`config.mk`:
```
export PLATFORM = sky130hd
export DESIGN_NAME = ptfv_ctrl
export DESIGN_NICKNAME = d
export VERILOG_FILES = /design/src/rtl/core/assert_macros.svh /design/src/rtl/core/ptfv_pkg.sv /design/src/rtl/core/ptfv_ctrl.sv
export SDC_FILE = /design/constraint.sdc
export NUM_CORES = 1
export LEC_CHECK = 0
export BUFFER_PORTS_ARGS = -buffer_cell sky130_fd_sc_hd__buf_2
export CAP_MARGIN = 10
export CORE_MARGIN = 3
export CORE_UTILIZATION = 40
export DETAILED_ROUTE_END_ITERATION = 7
export GPL_ROUTABILITY_DRIVEN = 0
export MAX_ROUTING_LAYER = met4
export PLACE_DENSITY = 0.76
export SETUP_SLACK_MARGIN = 0.3
export SYNTH_ARGS = -nofsm -noshare
export SYNTH_HDL_FRONTEND = slang
export SYNTH_SLANG_ARGS = --single-unit
```
`constraint.sdc`:
```
create_clock -name clk -period 1.9 [get_ports clk]
set_input_delay 0.095 -clock clk [delete_from_list [all_inputs] [get_ports clk]]
set_output_delay 0.095 -clock clk [all_outputs]
set_load 0.01 [all_outputs]
```
`src/rtl/core/assert_macros.svh`:
```
// Assertion helpers, compiled out when SYNTH is defined
`ifndef ASSERT_MACROS_SVH
`define ASSERT_MACROS_SVH

`ifndef SYNTH
`define CHK_ALWAYS(name, clk, rst_n, cond, msg) \
  name: assert property (@(posedge clk) disable iff (!rst_n) (cond)) else $error(msg);
`define CHK_NEXT(name, clk, rst_n, ante, cons, msg) \
  name: assert property (@(posedge clk) disable iff (!rst_n) (ante) |=> (cons)) else $error(msg);
`else
`define CHK_ALWAYS(name, clk, rst_n, cond, msg)
`define CHK_NEXT(name, clk, rst_n, ante, cons, msg)
`endif

`endif

```
`src/rtl/core/ptfv_pkg.sv`:
```
package ptfv_pkg;

  localparam int VCOUNT      = 4;
  localparam int VCOUNT_LOG2 = 2;

  localparam logic [1:0] CMD_LOAD   = 2'd0;
  localparam logic [1:0] CMD_SHIFT  = 2'd1;
  localparam logic [1:0] CMD_ROTATE = 2'd2;
  localparam logic [1:0] CMD_NONE   = 2'd3;

  localparam logic [1:0] AXIS_X    = 2'd0;
  localparam logic [1:0] AXIS_Y    = 2'd1;
  localparam logic [1:0] AXIS_Z    = 2'd2;
  localparam logic [1:0] AXIS_NONE = 2'd3;

  localparam logic signed [17:0] MAT_ONE     = 18'sd65536;
  localparam logic signed [21:0] ANG_PI      = 22'sd205887;
  localparam logic signed [21:0] ANG_HALF_PI = 22'sd102944;
  localparam logic signed [21:0] ANG_TWO_PI  = 22'sd411775;
  localparam logic signed [19:0] CORDIC_GAIN = 20'sd39797;
  localparam logic [3:0]         CORDIC_LAST = 4'd15;

  typedef enum logic [9:0] {
    S_IDLE    = 10'b0000000001,
    S_LOAD    = 10'b0000000010,
    S_CENT    = 10'b0000000100,
    S_SHIFT   = 10'b0000001000,
    S_CINIT   = 10'b0000010000,
    S_CSTEP   = 10'b0000100000,
    S_CFIN    = 10'b0001000000,
    S_MAT     = 10'b0010000000,
    S_MCOMMIT = 10'b0100000000,
    S_EMIT    = 10'b1000000000
  } state_t;

  typedef struct packed {
    logic       capture;
    logic       load_wr;
    logic       cent_upd;
    logic       shift_upd;
    logic       cordic_init;
    logic       cordic_step;
    logic       cordic_fin;
    logic       mac_issue;
    logic       mac_first;
    logic       mat_mode;
    logic       mat_wr;
    logic       mat_commit;
    logic       vert_wr;
    logic [3:0] cstep;
    logic [1:0] i;
    logic [1:0] j;
    logic [1:0] k;
    logic [1:0] v;
  } ctl_t;

  function automatic logic signed [21:0] atan_val(input logic [3:0] n);
    logic signed [21:0] r;
    case (n)
      4'd0:    r = 22'sd51472;
      4'd1:    r = 22'sd30385;
      4'd2:    r = 22'sd16055;
      4'd3:    r = 22'sd8150;
      4'd4:    r = 22'sd4091;
      4'd5:    r = 22'sd2047;
      4'd6:    r = 22'sd1024;
      4'd7:    r = 22'sd512;
      4'd8:    r = 22'sd256;
      4'd9:    r = 22'sd128;
      4'd10:   r = 22'sd64;
      4'd11:   r = 22'sd32;
      4'd12:   r = 22'sd16;
      4'd13:   r = 22'sd8;
      4'd14:   r = 22'sd4;
      default: r = 22'sd2;
    endcase
    return r;
  endfunction

  function automatic logic signed [31:0] sat32(input logic signed [40:0] v);
    logic signed [31:0] r;
    if (v > 41'sd2147483647)       r = 32'sh7fffffff;
    else if (v < -41'sd2147483648) r = 32'sh80000000;
    else                           r = v[31:0];
    return r;
  endfunction

  function automatic logic signed [17:0] clamp18(input logic signed [40:0] v);
    logic signed [17:0] r;
    if (v > 41'sd131071)       r = 18'sd131071;
    else if (v < -41'sd131072) r = -18'sd131072;
    else                       r = v[17:0];
    return r;
  endfunction

  // Entry (i,k) of the axis rotation that premultiplies the pose
  function automatic logic signed [18:0] amat(input logic [1:0] axis,
                                              input logic signed [17:0] s,
                                              input logic signed [17:0] c,
                                              input logic [1:0] i,
                                              input logic [1:0] k);
    logic signed [18:0] cs, ps, ns, r;
    cs = 19'(c);
    ps = 19'(s);
    ns = -ps;
    r  = (i == k) ? 19'(MAT_ONE) : 19'sd0;
    case (axis)
      AXIS_X: begin
        if (i == 2'd1 && k == 2'd1) r = cs;
        if (i == 2'd1 && k == 2'd2) r = ns;
        if (i == 2'd2 && k == 2'd1) r = ps;
        if (i == 2'd2 && k == 2'd2) r = cs;
      end
      AXIS_Y: begin
        if (i == 2'd0 && k == 2'd0) r = cs;
        if (i == 2'd0 && k == 2'd2) r = ps;
        if (i == 2'd2 && k == 2'd0) r = ns;
        if (i == 2'd2 && k == 2'd2) r = cs;
      end
      AXIS_Z: begin
        if (i == 2'd0 && k == 2'd0) r = cs;
        if (i == 2'd0 && k == 2'd1) r = ns;
        if (i == 2'd1 && k == 2'd0) r = ps;
        if (i == 2'd1 && k == 2'd1) r = cs;
      end
      default: r = r;
    endcase
    return r;
  endfunction

endpackage

```
`src/rtl/core/ptfv_ctrl.sv`:
```
module ptfv_ctrl
  import ptfv_pkg::*;
(
  input  logic       clk,
  input  logic       rst_n,
  input  logic       start,
  input  logic [1:0] in_cmd,
  input  logic [1:0] in_axis,
  output logic       busy,
  output ctl_t       ctl
);

  state_t     state_r, state_nxt;
  logic [3:0] cstep_r, cstep_nxt;
  logic [2:0] k_r, k_nxt;
  logic [1:0] i_r, i_nxt, j_r, j_nxt, v_r, v_nxt;
  logic       accept;
  logic       dot_end;

  assign busy    = (state_r != S_IDLE);
  assign accept  = start && !busy;
  assign dot_end = (k_r == 3'd4);

  always_comb begin
    state_nxt = state_r;
    cstep_nxt = cstep_r;
    k_nxt     = k_r;
    i_nxt     = i_r;
    j_nxt     = j_r;
    v_nxt     = v_r;
    case (state_r)
      S_IDLE: begin
        cstep_nxt = '0;
        k_nxt     = '0;
        i_nxt     = '0;
        j_nxt     = '0;
        v_nxt     = '0;
        if (accept) begin
          case (in_cmd)
            CMD_LOAD:   state_nxt = S_LOAD;
            CMD_SHIFT:  state_nxt = S_SHIFT;
            CMD_ROTATE: state_nxt = (in_axis == AXIS_NONE) ? S_EMIT : S_CINIT;
            default:    state_nxt = S_IDLE;
          endcase
        end
      end
      S_LOAD:  state_nxt = S_CENT;
      S_CENT:  state_nxt = S_IDLE;
      S_SHIFT: state_nxt = S_EMIT;
      S_CINIT: state_nxt = S_CSTEP;
      S_CSTEP: begin
        cstep_nxt = cstep_r + 4'd1;
        if (cstep_r == CORDIC_LAST) state_nxt = S_CFIN;
      end
      S_CFIN: state_nxt = S_MAT;
      S_MAT: begin
        k_nxt = k_r + 3'd1;
        if (dot_end) begin
          k_nxt = '0;
          j_nxt = j_r + 2'd1;
          if (j_r == 2'd2) begin
            j_nxt = '0;
            i_nxt = i_r + 2'd1;
            if (i_r == 2'd2) begin
              i_nxt     = '0;
              state_nxt = S_MCOMMIT;
            end
          end
        end
      end
      S_MCOMMIT: state_nxt = S_EMIT;
      S_EMIT: begin
        k_nxt = k_r + 3'd1;
        if (dot_end) begin
          k_nxt = '0;
          i_nxt = i_r + 2'd1;
          if (i_r == 2'd2) begin
            i_nxt = '0;
            v_nxt = v_r + 2'd1;
            if (v_r == 2'(VCOUNT - 1)) state_nxt = S_IDLE;
          end
        end
      end
      default: state_nxt = S_IDLE;
    endcase
  end

  always_ff @(posedge clk) begin
    if (!rst_n) begin
      state_r <= S_IDLE;
      cstep_r <= '0;
      k_r     <= '0;
      i_r     <= '0;
      j_r     <= '0;
      v_r     <= '0;
    end else begin
      state_r <= state_nxt;
      cstep_r <= cstep_nxt;
      k_r     <= k_nxt;
      i_r     <= i_nxt;
      j_r     <= j_nxt;
      v_r     <= v_nxt;
    end
  end

  always_comb begin
    ctl             = '0;
    ctl.capture     = accept;
    ctl.load_wr     = (state_r == S_LOAD);
    ctl.cent_upd    = (state_r == S_CENT);
    ctl.shift_upd   = (state_r == S_SHIFT);
    ctl.cordic_init = (state_r == S_CINIT);
    ctl.cordic_step = (state_r == S_CSTEP);
    ctl.cordic_fin  = (state_r == S_CFIN);
    ctl.mat_mode    = (state_r == S_MAT);
    ctl.mac_issue   = ((state_r == S_MAT) || (state_r == S_EMIT)) && (k_r < 3'd3);
    ctl.mac_first   = (k_r == 3'd0);
    ctl.mat_wr      = (state_r == S_MAT) && dot_end;
    ctl.mat_commit  = (state_r == S_MCOMMIT);
    ctl.vert_wr     = (state_r == S_EMIT) && dot_end;
    ctl.cstep       = cstep_r;
    ctl.i           = i_r;
    ctl.j           = j_r;
    ctl.k           = k_r[1:0];
    ctl.v           = v_r;
  end

endmodule

```
======== Yosys cells after proc, flatten, opt, wreduce, memory -nomap -nowiden ========
Index checks and enable logic that the tools add are counted.
operators by class
  $lt $le $gt $ge ......................... 1
  add/sub/neg operators ................... 5
  equality and inequality tests ........... 27
  reduce and logical (&&, ||, !) cells .... 19
  muxes and demuxes ....................... 25
operator list
  operator                                                                  count
  10-bit 2-to-1 mux                                                         9
  10-bit case mux with 8 select lines                                       1
  10-bit case mux with 3 select lines                                       1
  2-bit 2-to-1 mux                                                          8
  10-bit by 1-bit equality test with 1-bit output, second input constant    1
  10-bit equality test, second input constant                               1
  10-bit by 2-bit equality test with 1-bit output, second input constant    1
  10-bit by 3-bit equality test with 1-bit output, second input constant    1
  10-bit by 4-bit equality test with 1-bit output, second input constant    1
  10-bit by 5-bit equality test with 1-bit output, second input constant    1
  10-bit by 6-bit equality test with 1-bit output, second input constant    1
  10-bit by 7-bit equality test with 1-bit output, second input constant    1
  10-bit by 8-bit equality test with 1-bit output, second input constant    1
  10-bit by 9-bit equality test with 1-bit output, second input constant    1
  2-bit equality test, second input constant                                5
  10-bit by 1-bit inequality test with 1-bit output, second input constant  1
  2-bit by 1-bit inequality test with 1-bit output, second input constant   4
  2-bit inequality test, second input constant                              4
  2-bit case mux with 2 select lines                                        2
  4-bit case mux with 2 select lines                                        1
  8-bit AND reduction                                                       1
  2-bit nonzero test                                                        4
  2-bit by 1-bit adder with 2-bit output, second input constant             3
  2-bit case mux with 3 select lines                                        1
  other kinds (18)                                                          22
word-level totals
  output and inout port bits .............. 26
  word-level logic and storage cells ...... 83
  flip-flop bits (word level) ............. 23

======== Logic depth before layout (Yosys ltp) ========
Gate-level depths: netlist (run 1).
  depth in word-level cells ............... 5
  depth in mapped cells ................... 8
  mapped depth without buffers ............ 6

======== Least setup slack after synthesis (run 1) ========
OpenSTA, ideal clock, no wires.
  kind .................................... register to register
  from .................................... register k_r[0]
  to ...................................... register state_r[4]
  data required time ...................... 1.812 ns
  path slack .............................. 0.082 ns
  stages on the path, launching flop included .. 8
  period minus slack after synthesis ...... 1.818 ns
  path buffers ............................ 1
  arrival ................................. 1.730 ns
  path through ............................ dfxtp_1 > inv_1 > ha_1 > nand2_2 > a21boi_1 > or4_1 > buf_6 > nor4_2
between the ends
  word-level cells in the longest chain between the ends .. 3
ends and longest elaborated chain
  element                                                                                              line             source
  from (decl)                                                                                          ptfv_ctrl.sv:15  logic [2:0] k_r, k_nxt;
  from (signal assigned)                                                                               ptfv_ctrl.sv:99  k_r <= k_nxt;
  3-bit equality test (*)                                                                              ptfv_ctrl.sv:22  assign dot_end = (k_r == 3'd4);
  2-bit inequality test (no line) or 2-bit by 1-bit inequality test with 1-bit output (tied branches)  n/a
  8-bit AND reduction (no line) (*)                                                                    n/a
  to (signal assigned)                                                                                 ptfv_ctrl.sv:97  state_r <= state_nxt;
  to (decl)                                                                                            ptfv_ctrl.sv:13  state_t state_r, state_nxt;
Mark *: on every way between the ends. The rest lies on a longest branch, timed or not.
A chain may end at the register's enable or synchronous reset.

======== Worst setup path in the final report (run 1) ========
  from .................................... register state_r[6]
  to ...................................... output port busy
between the ends
  word-level cells in the longest chain between the ends .. 1
ends and longest elaborated chain
  element                                            line             source
  10-bit by 1-bit inequality test with 1-bit output  ptfv_ctrl.sv:20  assign busy = (state_r != S_IDLE);
  to (decl)                                          ptfv_ctrl.sv:9   output logic busy,
Every way passes these cells.

==> results of run 1 <==
-- worst max-delay path: stages, from the launching register on --
cell	delay, ns
dfxtp_4	0.40
or4_4	0.59
nor3_4	0.17
inv_2	0.10
buf_6	0.14
buf_6	0.11
-- report_power, final --
part	total, uW	switching, uW	internal (uW)
Combinational	1110	557	557
Sequential	545	41.9	503
Clock	242	159	82.6
Total	1900	758	1140
-- kinds of logic (layout without fill, tap and decap cells) --
| group | after synthesis | in the layout |
|---|---|---|
| AND/OR/NAND/NOR | 80 | 80 |
| buffers and inverters | 22 | 95 |
| AO/OA/AOI/OAI | 38 | 38 |
| XOR/XNOR | 3 | 3 |
| flip-flops | 23 | 23 |
| multiplexers | 4 | 4 |
| adder cells (fa/ha/maj) | 4 | 4 |
-- stage by stage --
step                      utilization  power, uW  area, um2
after detailed placement        0.510       1040       1730
after global placement          0.510       1030       1730
after floorplan                     -        902       1460
after CTS                       0.602       1530       2040
final                           0.721       1900       2440
after global routing            0.721       1980       2440
-- Yosys cell counts (2+ instances only) --
cell type	number
nor4_1	5
nor3_1	5
a31oi_1	2
nand2b_1	3
inv_1	7
buf_2	4
clkbuf_1	2
nor4_2	2
mux2i_1	4
a22oi_1	2
nand3b_1	2
a211oi_1	3
nor4b_1	3
buf_4	4
nand2_1	13
a311oi_1	2
or3_1	4
o22ai_1	2
buf_6	3
xor2_1	2
o21ai_0	9
nor2b_1	2
nor2_1	17
nand3_1	10
a21oi_1	11
dfxtp_1	23
ha_1	4
-- layer usage --
layer,track usage,vias to the layer above
met5,-,-
met4,0.0803,0
met3,0.0239,15
met2,0.345,71
met1,0.254,788
li1,-,776
-- path summary, 6_finish.rpt --
check | start | to | slack [ns] | cells past startpoint
setup / recovery | state_r[6] | busy | -0.02 | 5
hold / removal | in_cmd[0] | state_r[1] | 0.04 | 2
setup reg to reg | state_r[0] | state_r[7] | -0.02 | 8
hold reg to reg | cstep_r[3] | cstep_r[3] | 0.49 | 1
-- cells in the final DEF (no fill, tap or decap), types with 3 or more instances in the layout --
master,instances
a21oi_2,5
nor4_4,5
nor3_4,4
nand3_2,7
nand3_1,4
ha_1,3
nand2_1,11
buf_2,26
nor2_2,4
or3_1,3
buf_4,37
buf_6,19
a21oi_1,6
inv_2,4
clkbuf_4,3
mux2i_1,4
nor4b_4,4
nand2b_1,3
dfxtp_2,4
dfxtp_4,8
inv_1,3
nor2_1,9
dfxtp_1,11
nor2_4,4
o21ai_0,6
-- sequential cells by signal, summed over array words and instances, names as in the netlist --
signal / count
v_r: 2
cstep_r: 4
state_r: 10
i_r: 2
j_r: 2
k_r: 3
-- cell type report --
class                   instances  area [um2]
clock buffers                   4        26.3
fillers                       245         946
inverters                       8        32.5
multi-input cells             129        1200
flip-flops and latches         23         495
well taps                      46        57.6
repair buffers                 83         632
-- what timing repair did --
action,4_1_cts,5_1_grt
hold endpoints to repair,2,0
buffers inserted,12,18
endpoints found under the setup margin,35,35
pin swaps,16,23
hold buffers,1,0
resized for setup,49,58
==> results.py, run 1 <==
metrics = {
    "outcome": {
        "status": "complete, but fails checks",
        "violations": "setup timing",
    },
    "synth": {
        "seq_area_frac_synth": 0.323,
        "synth_edf_count": 0,
        "syn_inst": 174,
        "muxShareOfSynthArea": 0.0281,
        "ys_types": 51,
        "synth_top_area_share": 0.323,
        "yosysWarningCount": 0,
        "synth_ff_type": "dfxtp_1",
        "ys_ff_latch": 23,
        "async_reset_ff_frac": 0,
        "synthTopCellsByArea": "dfxtp_1 32%, nor2_1 4.5%, a21oi_1 3.9%",
        "synthAdderAreaFrac": 0.0351,
        "yosys.area_share.simple": 0.337,
        "synth_compound_area_frac": 0.169,
        "synth_top_cell_by_area": "dfxtp_1",
        "syn_nets": 185,
        "synth_xor_area_frac": 0.0185,
        "syn_area_um2": 1420,
        "synth.avg_cell_area_um2": 8.18,
        "synth_top_family_by_area": "simple AND/OR/NAND/NOR gates",
    },
    "timing": {
        "tightestPinTransition_ns": 0.565,
        "finalSetupTns_ns": -0.0868,
        "final_hold_viol_count": 0,
        "maxSlewViolCount": 0,
        "max_slew_margin": 0.620,
        "fin_ws_ns": -0.0217,
        "fin_skew_ns": 0.0122,
        "whs_ns": 0.0367,
        "setup-violations-final": 5,
        "fmax_ghz": 0.520,
        "min_period_over_period": 1.01,
        "grt_setup_unrepaired": "true",
        "period_needed_ns": 1.92,
    },
    "floorplanning": {
        "coreArea_um2": 3390,
        "die_y_um": 65.7,
        "ioPinCount": 33,
        "die_x_um": 65.7,
        "die_area_um2": 4310,
        "rows": 21,
        "start_util": 0.420,
    },
    "clocking": {
        "cts_tree": "done",
        "cts_sinks": 23,
        "clock_latency_ns": 0.33,
        "cts_buffers": 3,
        "max-clock-path-buffers": 2,
        "h-tree-depth": 1,
        "root_buffer": "clkbuf_4",
        "clkTransAtPathRegs_ns": 0.13,
    },
    "route": {
        "highest_layer": "met4",
        "drt-wirelength-per-cell_um": 17.1,
        "wl_met3_um": 264,
        "drtPass1Iterations": 4,
        "vias": 1650,
        "drc_errors": 0,
        "wl_met1_um": 1990,
        "antenna_left": 0,
        "avgViaCountPerCell": 5.63,
        "drt-total-wl_um": 5010,
        "wl_met2_um": 2600,
        "drt-initial-drc-count": 61,
    },
    "worst_hold_path": {
        "hold_path.class": "in2reg",
    },
    "run": {
        "drv_cap": 0,
    },
    "worst_setup_path": {
        "arrival_ns": 1.83,
        "criticalPathCategory": "reg2out",
        "end_kind": "primary output",
        "path_max_fanout": 5,
        "required_ns": 1.80,
        "start_kind": "flop",
    },
    "pwr": {
        "leakage_uw": 0.000987,
        "power_density_nw_per_um2": 778,
        "peakVddDrop_mv": 0.315,
    },
    "placement": {
        "dp_slack_ns": 0.0224,
        "dp.cells": 258,
        "io_buffers": 32,
        "place_hpwl_um": 2680,
    },
    "global_route": {
        "grt_usage": 0.207,
        "grt_pass1_vias": 1468,
        "overflow": 0,
        "grt_pass1_wl_um": 6760,
        "antenna_found_initial": 0,
        "grt_max_degree": 13,
    },
    "final_layout": {
        "diodes": 0,
        "syn_to_final_growth_pct": 71.6,
        "drive_gt1_frac": 0.652,
        "nets": 259,
        "final_cells": 293,
    },
}
Note: power is estimated with default switching activity, not from simulation.
==> run 2, diff against run 1 <==
--- a/config.mk
+++ b/config.mk
@@ -13,7 +13,9 @@
 export GPL_ROUTABILITY_DRIVEN = 0
 export MAX_ROUTING_LAYER = met4
 export PLACE_DENSITY = 0.76
+export RECOVER_POWER = 25
 export SETUP_SLACK_MARGIN = 0.3
+export SLEW_MARGIN = 25
 export SYNTH_ARGS = -nofsm -noshare
 export SYNTH_HDL_FRONTEND = slang
 export SYNTH_SLANG_ARGS = --single-unit
==> run 2 against run 1 <==
  * The flow still finishes with violations (setup timing)
  * First-iteration DRC count unchanged
  * Fmax hardly changed
  * Count of clock-buffer cells in the layout stayed put
  * Clock skew hardly changed
  * Critical path depth unchanged
  * Setup slack hardly changed
  * Combinational power about the same
  * Wire length about the same
  * Utilization hardly changed
  * Critical endpoint unchanged
==> results.py, run 2 (synthesis gave the netlist of run 1 again) <==
metrics = {
    "outcome": {
        "status": "complete, but fails checks",
        "violations": "setup timing",
    },
    "global_route": {
        "grt_max_degree": 13,
        "grt_usage": 0.207,
        "grt_pass1_vias": 1468,
        "use_met2": 0.345,
        "busiest_layer": "met2",
        "grt_util_met3": 0.0239,
        "antenna_found_initial": 0,
        "met1_usage": 0.254,
        "grt_pass1_wl_um": 6760,
        "overflow": 0,
    },
    "clocking": {
        "root_buffer": "clkbuf_4",
        "clock_latency_ns": 0.33,
        "cts_tree": "done",
        "h-tree-depth": 1,
        "clkTransAtPathRegs_ns": 0.13,
        "cts_sinks": 23,
        "max-clock-path-buffers": 2,
        "cts_buffers": 3,
    },
    "final_layout": {
        "nets": 259,
        "syn_to_final_growth_pct": 71.5,
        "final_cell_mix": "37 x buf_4, 25 x buf_2, 19 x buf_6, 11 x nand2_1, 11 x dfxtp_1",
        "top_regs": "state_r (10), cstep_r (4), k_r (3)",
        "drive_gt1_frac": 0.648,
        "top_register": "state_r",
        "multiInputGateArea_um2": 1200,
        "diodes": 0,
        "fillers": 246,
        "layout_commonest_cell": "buf_4",
        "largest_reg_flops": 10,
        "final_area_um2": 2440,
        "register_area_um2": 495,
    },
    "worst_setup_path": {
        "criticalPathCategory": "reg2out",
        "path_max_fanout": 5,
        "crit_family": "simple AND/OR/NAND/NOR gates",
        "cp-startpoint": "state_r[6]",
        "start_kind": "flop",
        "path_cells": "or4_4 -> nor3_4 -> inv_2 -> buf_6 -> buf_6",
        "end_kind": "primary output",
        "path_buf_inv": 3,
        "slowest_delay_ns": 0.59,
        "timing.rr.start": "state_r[0]",
        "arrival_ns": 1.83,
        "required_ns": 1.80,
        "crit_top_cell": "buf_6",
        "slowest_stage": "or4_4",
    },
    "route": {
        "avgViaCountPerCell": 5.63,
        "drt-wirelength-per-cell_um": 17.1,
        "antenna_left": 0,
        "vias": 1651,
        "drt-total-wl_um": 5010,
        "drt-initial-drc-count": 61,
        "drc_errors": 0,
        "drtPass1Iterations": 4,
    },
    "worst_hold_path": {
        "holdCritStartpoint": "in_cmd[0]",
        "hold_path.class": "in2reg",
    },
    "floorplanning": {
        "rows": 21,
        "die_y_um": 65.7,
        "die_area_um2": 4310,
        "start_util": 0.420,
        "ioPinCount": 33,
        "die_x_um": 65.7,
        "coreArea_um2": 3390,
    },
    "pwr": {
        "leakage_uw": 0.000982,
        "peakVddDrop_mv": 0.315,
        "power_density_nw_per_um2": 778,
    },
    "timing": {
        "period_needed_ns": 1.92,
        "fin_ws_ns": -0.0218,
        "setup-violations-final": 5,
        "max_slew_margin": 0.620,
        "maxSlewViolCount": 0,
        "grt_setup_unrepaired": "true",
        "finalSetupTns_ns": -0.0869,
        "min_period_over_period": 1.01,
        "tightestPinTransition_ns": 0.565,
        "final_hold_viol_count": 0,
        "fin_skew_ns": 0.0122,
        "fmax_ghz": 0.520,
    },
    "placement": {
        "place_hpwl_um": 2680,
        "io_buffers": 32,
        "place_area_um2": 1730,
    },
    "run": {
        "drv_cap": 0,
    },
}
-- run 2: metal layers --
layer	part of all wire	routed length (um)
met1	0.40	1990
met4	0.030	150
met2	0.52	2600
met3	0.053	264
met5	0	0
-- run 2: power breakdown --
| part | internal [uW] | switching, uW | leakage [uW] |
|---|---|---|---|
| clock network | 82.6 | 159 | 0.0000150 |
| logic | 557 | 557 | 0.000774 |
| registers | 503 | 41.9 | 0.000193 |
-- run 2: repair_timing --
action | CTS | global route
hold buffers | 1 | 0
setup buffers | 12 | 18
hold endpoints to repair | 2 | 0
pin swaps | 16 | 23
cloned | 0 | 0
endpoints found under the setup margin | 35 | 35
resized for setup | 49 | 58
-- run 2: layout make-up --
| type | instances | area share |
|---|---|---|
| multi-input combinational | 129 | 0.491 |
| inverter | 8 | 0.0133 |
| clock buffer | 4 | 0.0108 |
| timing repair buffer | 83 | 0.258 |
| tap | 46 | 0.0236 |
| sequential | 23 | 0.203 |
-- run 2: final timing paths --
| path | endpoint | slack [ns] | depth (start not counted) |
|---|---|---|---|
| min | state_r[1] | 0.04 | 2 |
| min reg2reg | cstep_r[3] | 0.49 | 1 |
| max reg2reg | state_r[7] | -0.02 | 8 |
| max | busy | -0.02 | 5 |
-- run 2: metrics by stage --
| stage | setup WS [ns] | hold slack (ns) | utilization | power [uW] | std cells |
|---|---|---|---|---|---|
| 4_1_cts | -0.0399 | 0.00608 | 0.602 | 1530 | 275 |
| 3_5_place_dp | 0.0224 | 0.325 | 0.510 | 1040 | 258 |
| 3_3_place_gp | 0.0209 | 0.333 | 0.510 | 1030 | 258 |
| 5_1_grt | -0.115 | 0.0337 | 0.721 | 1980 | 293 |
| 6_report | -0.0218 | 0.0367 | 0.721 | 1900 | 293 |
| 2_1_floorplan | 0.161 | 0.158 | - | 902 | 174 |
==> run 3, diff against run 2 <==
--- a/config.mk
+++ b/config.mk
@@ -12,7 +12,7 @@
 export DETAILED_ROUTE_END_ITERATION = 7
 export GPL_ROUTABILITY_DRIVEN = 0
 export MAX_ROUTING_LAYER = met4
-export PLACE_DENSITY = 0.76
+export PLACE_DENSITY_LB_ADDON = 0.2
 export RECOVER_POWER = 25
 export SETUP_SLACK_MARGIN = 0.3
 export SLEW_MARGIN = 25
==> run 3 against run 2 <==
  * The flow still finishes with violations (setup timing)
  * Clock power shrank 4%
  * Largest cell class unchanged
  * Die area is the same
  * Clock skew decreased by 0.0077 ns
  * Global-route usage down 1.4 points
  * Critical path type is now reg2reg
  * First-iteration DRC count increased by 16%
  * Fmax decreased by 1.4%
  * Wire length decreased by 14%
  * Combinational power shrank 19%
  * Non-clock buffer count is 15 lower
==> results.py, run 3 (synthesis gave the netlist of run 1 again) <==
metrics = {
    "final_layout": {
        "final_cell_mix": "28 x buf_2, 25 x buf_4, 14 x nor2_1, 13 x dfxtp_1, 12 x buf_6",
        "top_regs": "state_r (10), cstep_r (4), k_r (3)",
        "fillers": 270,
        "layout_commonest_cell": "buf_2",
        "largest_reg_flops": 10,
        "nets": 244,
        "register_area_um2": 488,
        "multiInputGateArea_um2": 1080,
        "drive_gt1_frac": 0.582,
        "syn_to_final_growth_pct": 53.7,
        "diodes": 0,
        "top_register": "state_r",
        "final_cells": 278,
    },
    "worst_setup_path": {
        "slowest_delay_ns": 0.59,
        "criticalPathCategory": "reg2reg",
        "path_cells": "or4_4 -> nor4_1 -> o41a_1 -> o21a_1",
        "end_kind": "flop",
        "start_kind": "flop",
        "arrival_ns": 2.21,
        "slowest_stage": "or4_4",
        "path_max_fanout": 4,
        "required_ns": 2.16,
    },
    "pwr": {
        "peakVddDrop_mv": 0.804,
        "power_uw": 1670,
        "netSwitchingPower_uw": 649,
        "power_density_nw_per_um2": 762,
        "clock_power_share": 0.139,
        "swShare": 0.389,
        "intPower_uw": 1020,
        "leakage_uw": 0.000904,
        "pwr-share-comb": 0.538,
        "seq_power_share": 0.323,
    },
    "run": {
        "drv_cap": 0,
    },
    "timing": {
        "fin_ws_ns": -0.0488,
        "period_needed_ns": 1.95,
        "fin_skew_ns": 0.00451,
        "final_hold_viol_count": 0,
        "fmax_ghz": 0.513,
        "grt_setup_unrepaired": "true",
        "tightestPinTransition_ns": 0.605,
        "maxSlewViolCount": 0,
        "max_slew_margin": 0.593,
        "finalSetupTns_ns": -0.185,
        "min_period_over_period": 1.03,
        "setup-violations-final": 5,
    },
    "clocking": {
        "cts_sinks": 23,
        "cts_buffers": 3,
        "root_buffer": "clkbuf_4",
        "clkTransAtPathRegs_ns": 0.13,
        "clock_latency_ns": 0.31,
        "h-tree-depth": 1,
        "max-clock-path-buffers": 2,
        "cts_tree": "done",
    },
    "floorplanning": {
        "start_util": 0.420,
        "coreArea_um2": 3390,
        "rows": 21,
        "die_area_um2": 4310,
        "ioPinCount": 33,
        "die_y_um": 65.7,
        "die_x_um": 65.7,
    },
    "global_route": {
        "grt_pass1_wl_um": 6360,
        "grt_max_degree": 14,
        "overflow": 0,
        "grt_usage": 0.193,
        "grt_pass1_vias": 1404,
        "antenna_found_initial": 0,
    },
    "route": {
        "drtPass1Iterations": 4,
        "drt-wirelength-per-cell_um": 15.5,
        "avgViaCountPerCell": 5.58,
        "antenna_left": 0,
        "drt-total-wl_um": 4310,
        "vias": 1552,
        "drc_errors": 0,
        "drt-initial-drc-count": 71,
    },
    "placement": {
        "io_buffers": 32,
        "place_hpwl_um": 2880,
        "dp_slack_ns": -0.0483,
        "dp.cells": 255,
    },
    "outcome": {
        "violations": "setup timing",
        "status": "complete, but fails checks",
    },
    "worst_hold_path": {
        "hold_path.class": "in2reg",
    },
}
[run 3: cell count changes in the layout (fill, tap and decap cells not counted), sizes merged]
cell | previous run | this run
buf | 81 | 66
dlygate4sd3 | 1 | 2
clkinv | 0 | 1
clkbuf | 5 | 3
[run 3: cell type report]
class / count / share of cell area
Clock buffer: 3 / 0.0103
Timing Repair Buffer: 68 / 0.228
Inverter: 8 / 0.0149
Tap cell: 46 / 0.0263
Clock inverter: 1 / 0.00229
Sequential cell: 23 / 0.223
Multi-Input combinational cell: 129 / 0.496
[run 3: repair_timing]
item                       4_1_cts  5_1_grt
cloned                           0        0
hold endpoints to repair         2        0
setup buffers                    8        9
setup endpoints to repair       35       35
gates resized for setup         35       43
hold buffers                     2        0
pin swaps                        9       11
[run 3: power groups by stage]
| stage | Sequential [uW] | Combinational, uW | Clock (uW) |
|---|---|---|---|
| final | 539 | 897 | 232 |
| after detailed placement | 541 | 490 | 0 |
| after floorplan | 530 | 371 | 0 |
| after global placement | 540 | 484 | 0 |
| after CTS | 535 | 693 | 238 |
| after global routing | 542 | 939 | 257 |
[run 3: worst max-delay path: cells and delay by family (launching register included)]
kind               cells  cell delay (ns)
AOI/OAI and AO/OA      2             0.38
DFF                    1             0.39
and+or+nand+nor        2             1.13
[run 3: final timing paths]
kind | from | to | slack (ns) | cells after the start
setup / recovery | state_r[4] | state_r[7] | -0.05 | 4
setup reg to reg | state_r[4] | state_r[7] | -0.05 | 4
hold reg to reg | cstep_r[3] | cstep_r[3] | 0.50 | 1
hold / removal | in_axis[1] | state_r[4] | 0.1 | 4
[run 3: through the flow]
step / utilization / hold slack (ns) / instance area (um2)
after floorplan: - / 0.158 / 1460
after global placement: 0.503 / 0.317 / 1710
after detailed placement: 0.503 / 0.327 / 1710
after CTS: 0.570 / 0.0377 / 1930
after global routing: 0.646 / 0.108 / 2190
final: 0.646 / 0.0995 / 2190
[run 3: per-layer routing]
metal	share of wire	wire (um)	GRT usage
met5	0	0	-
met3	0.041	176	0.0291
met1	0.42	1830	0.229
met4	0.013	56	0.0544
met2	0.52	2240	0.337
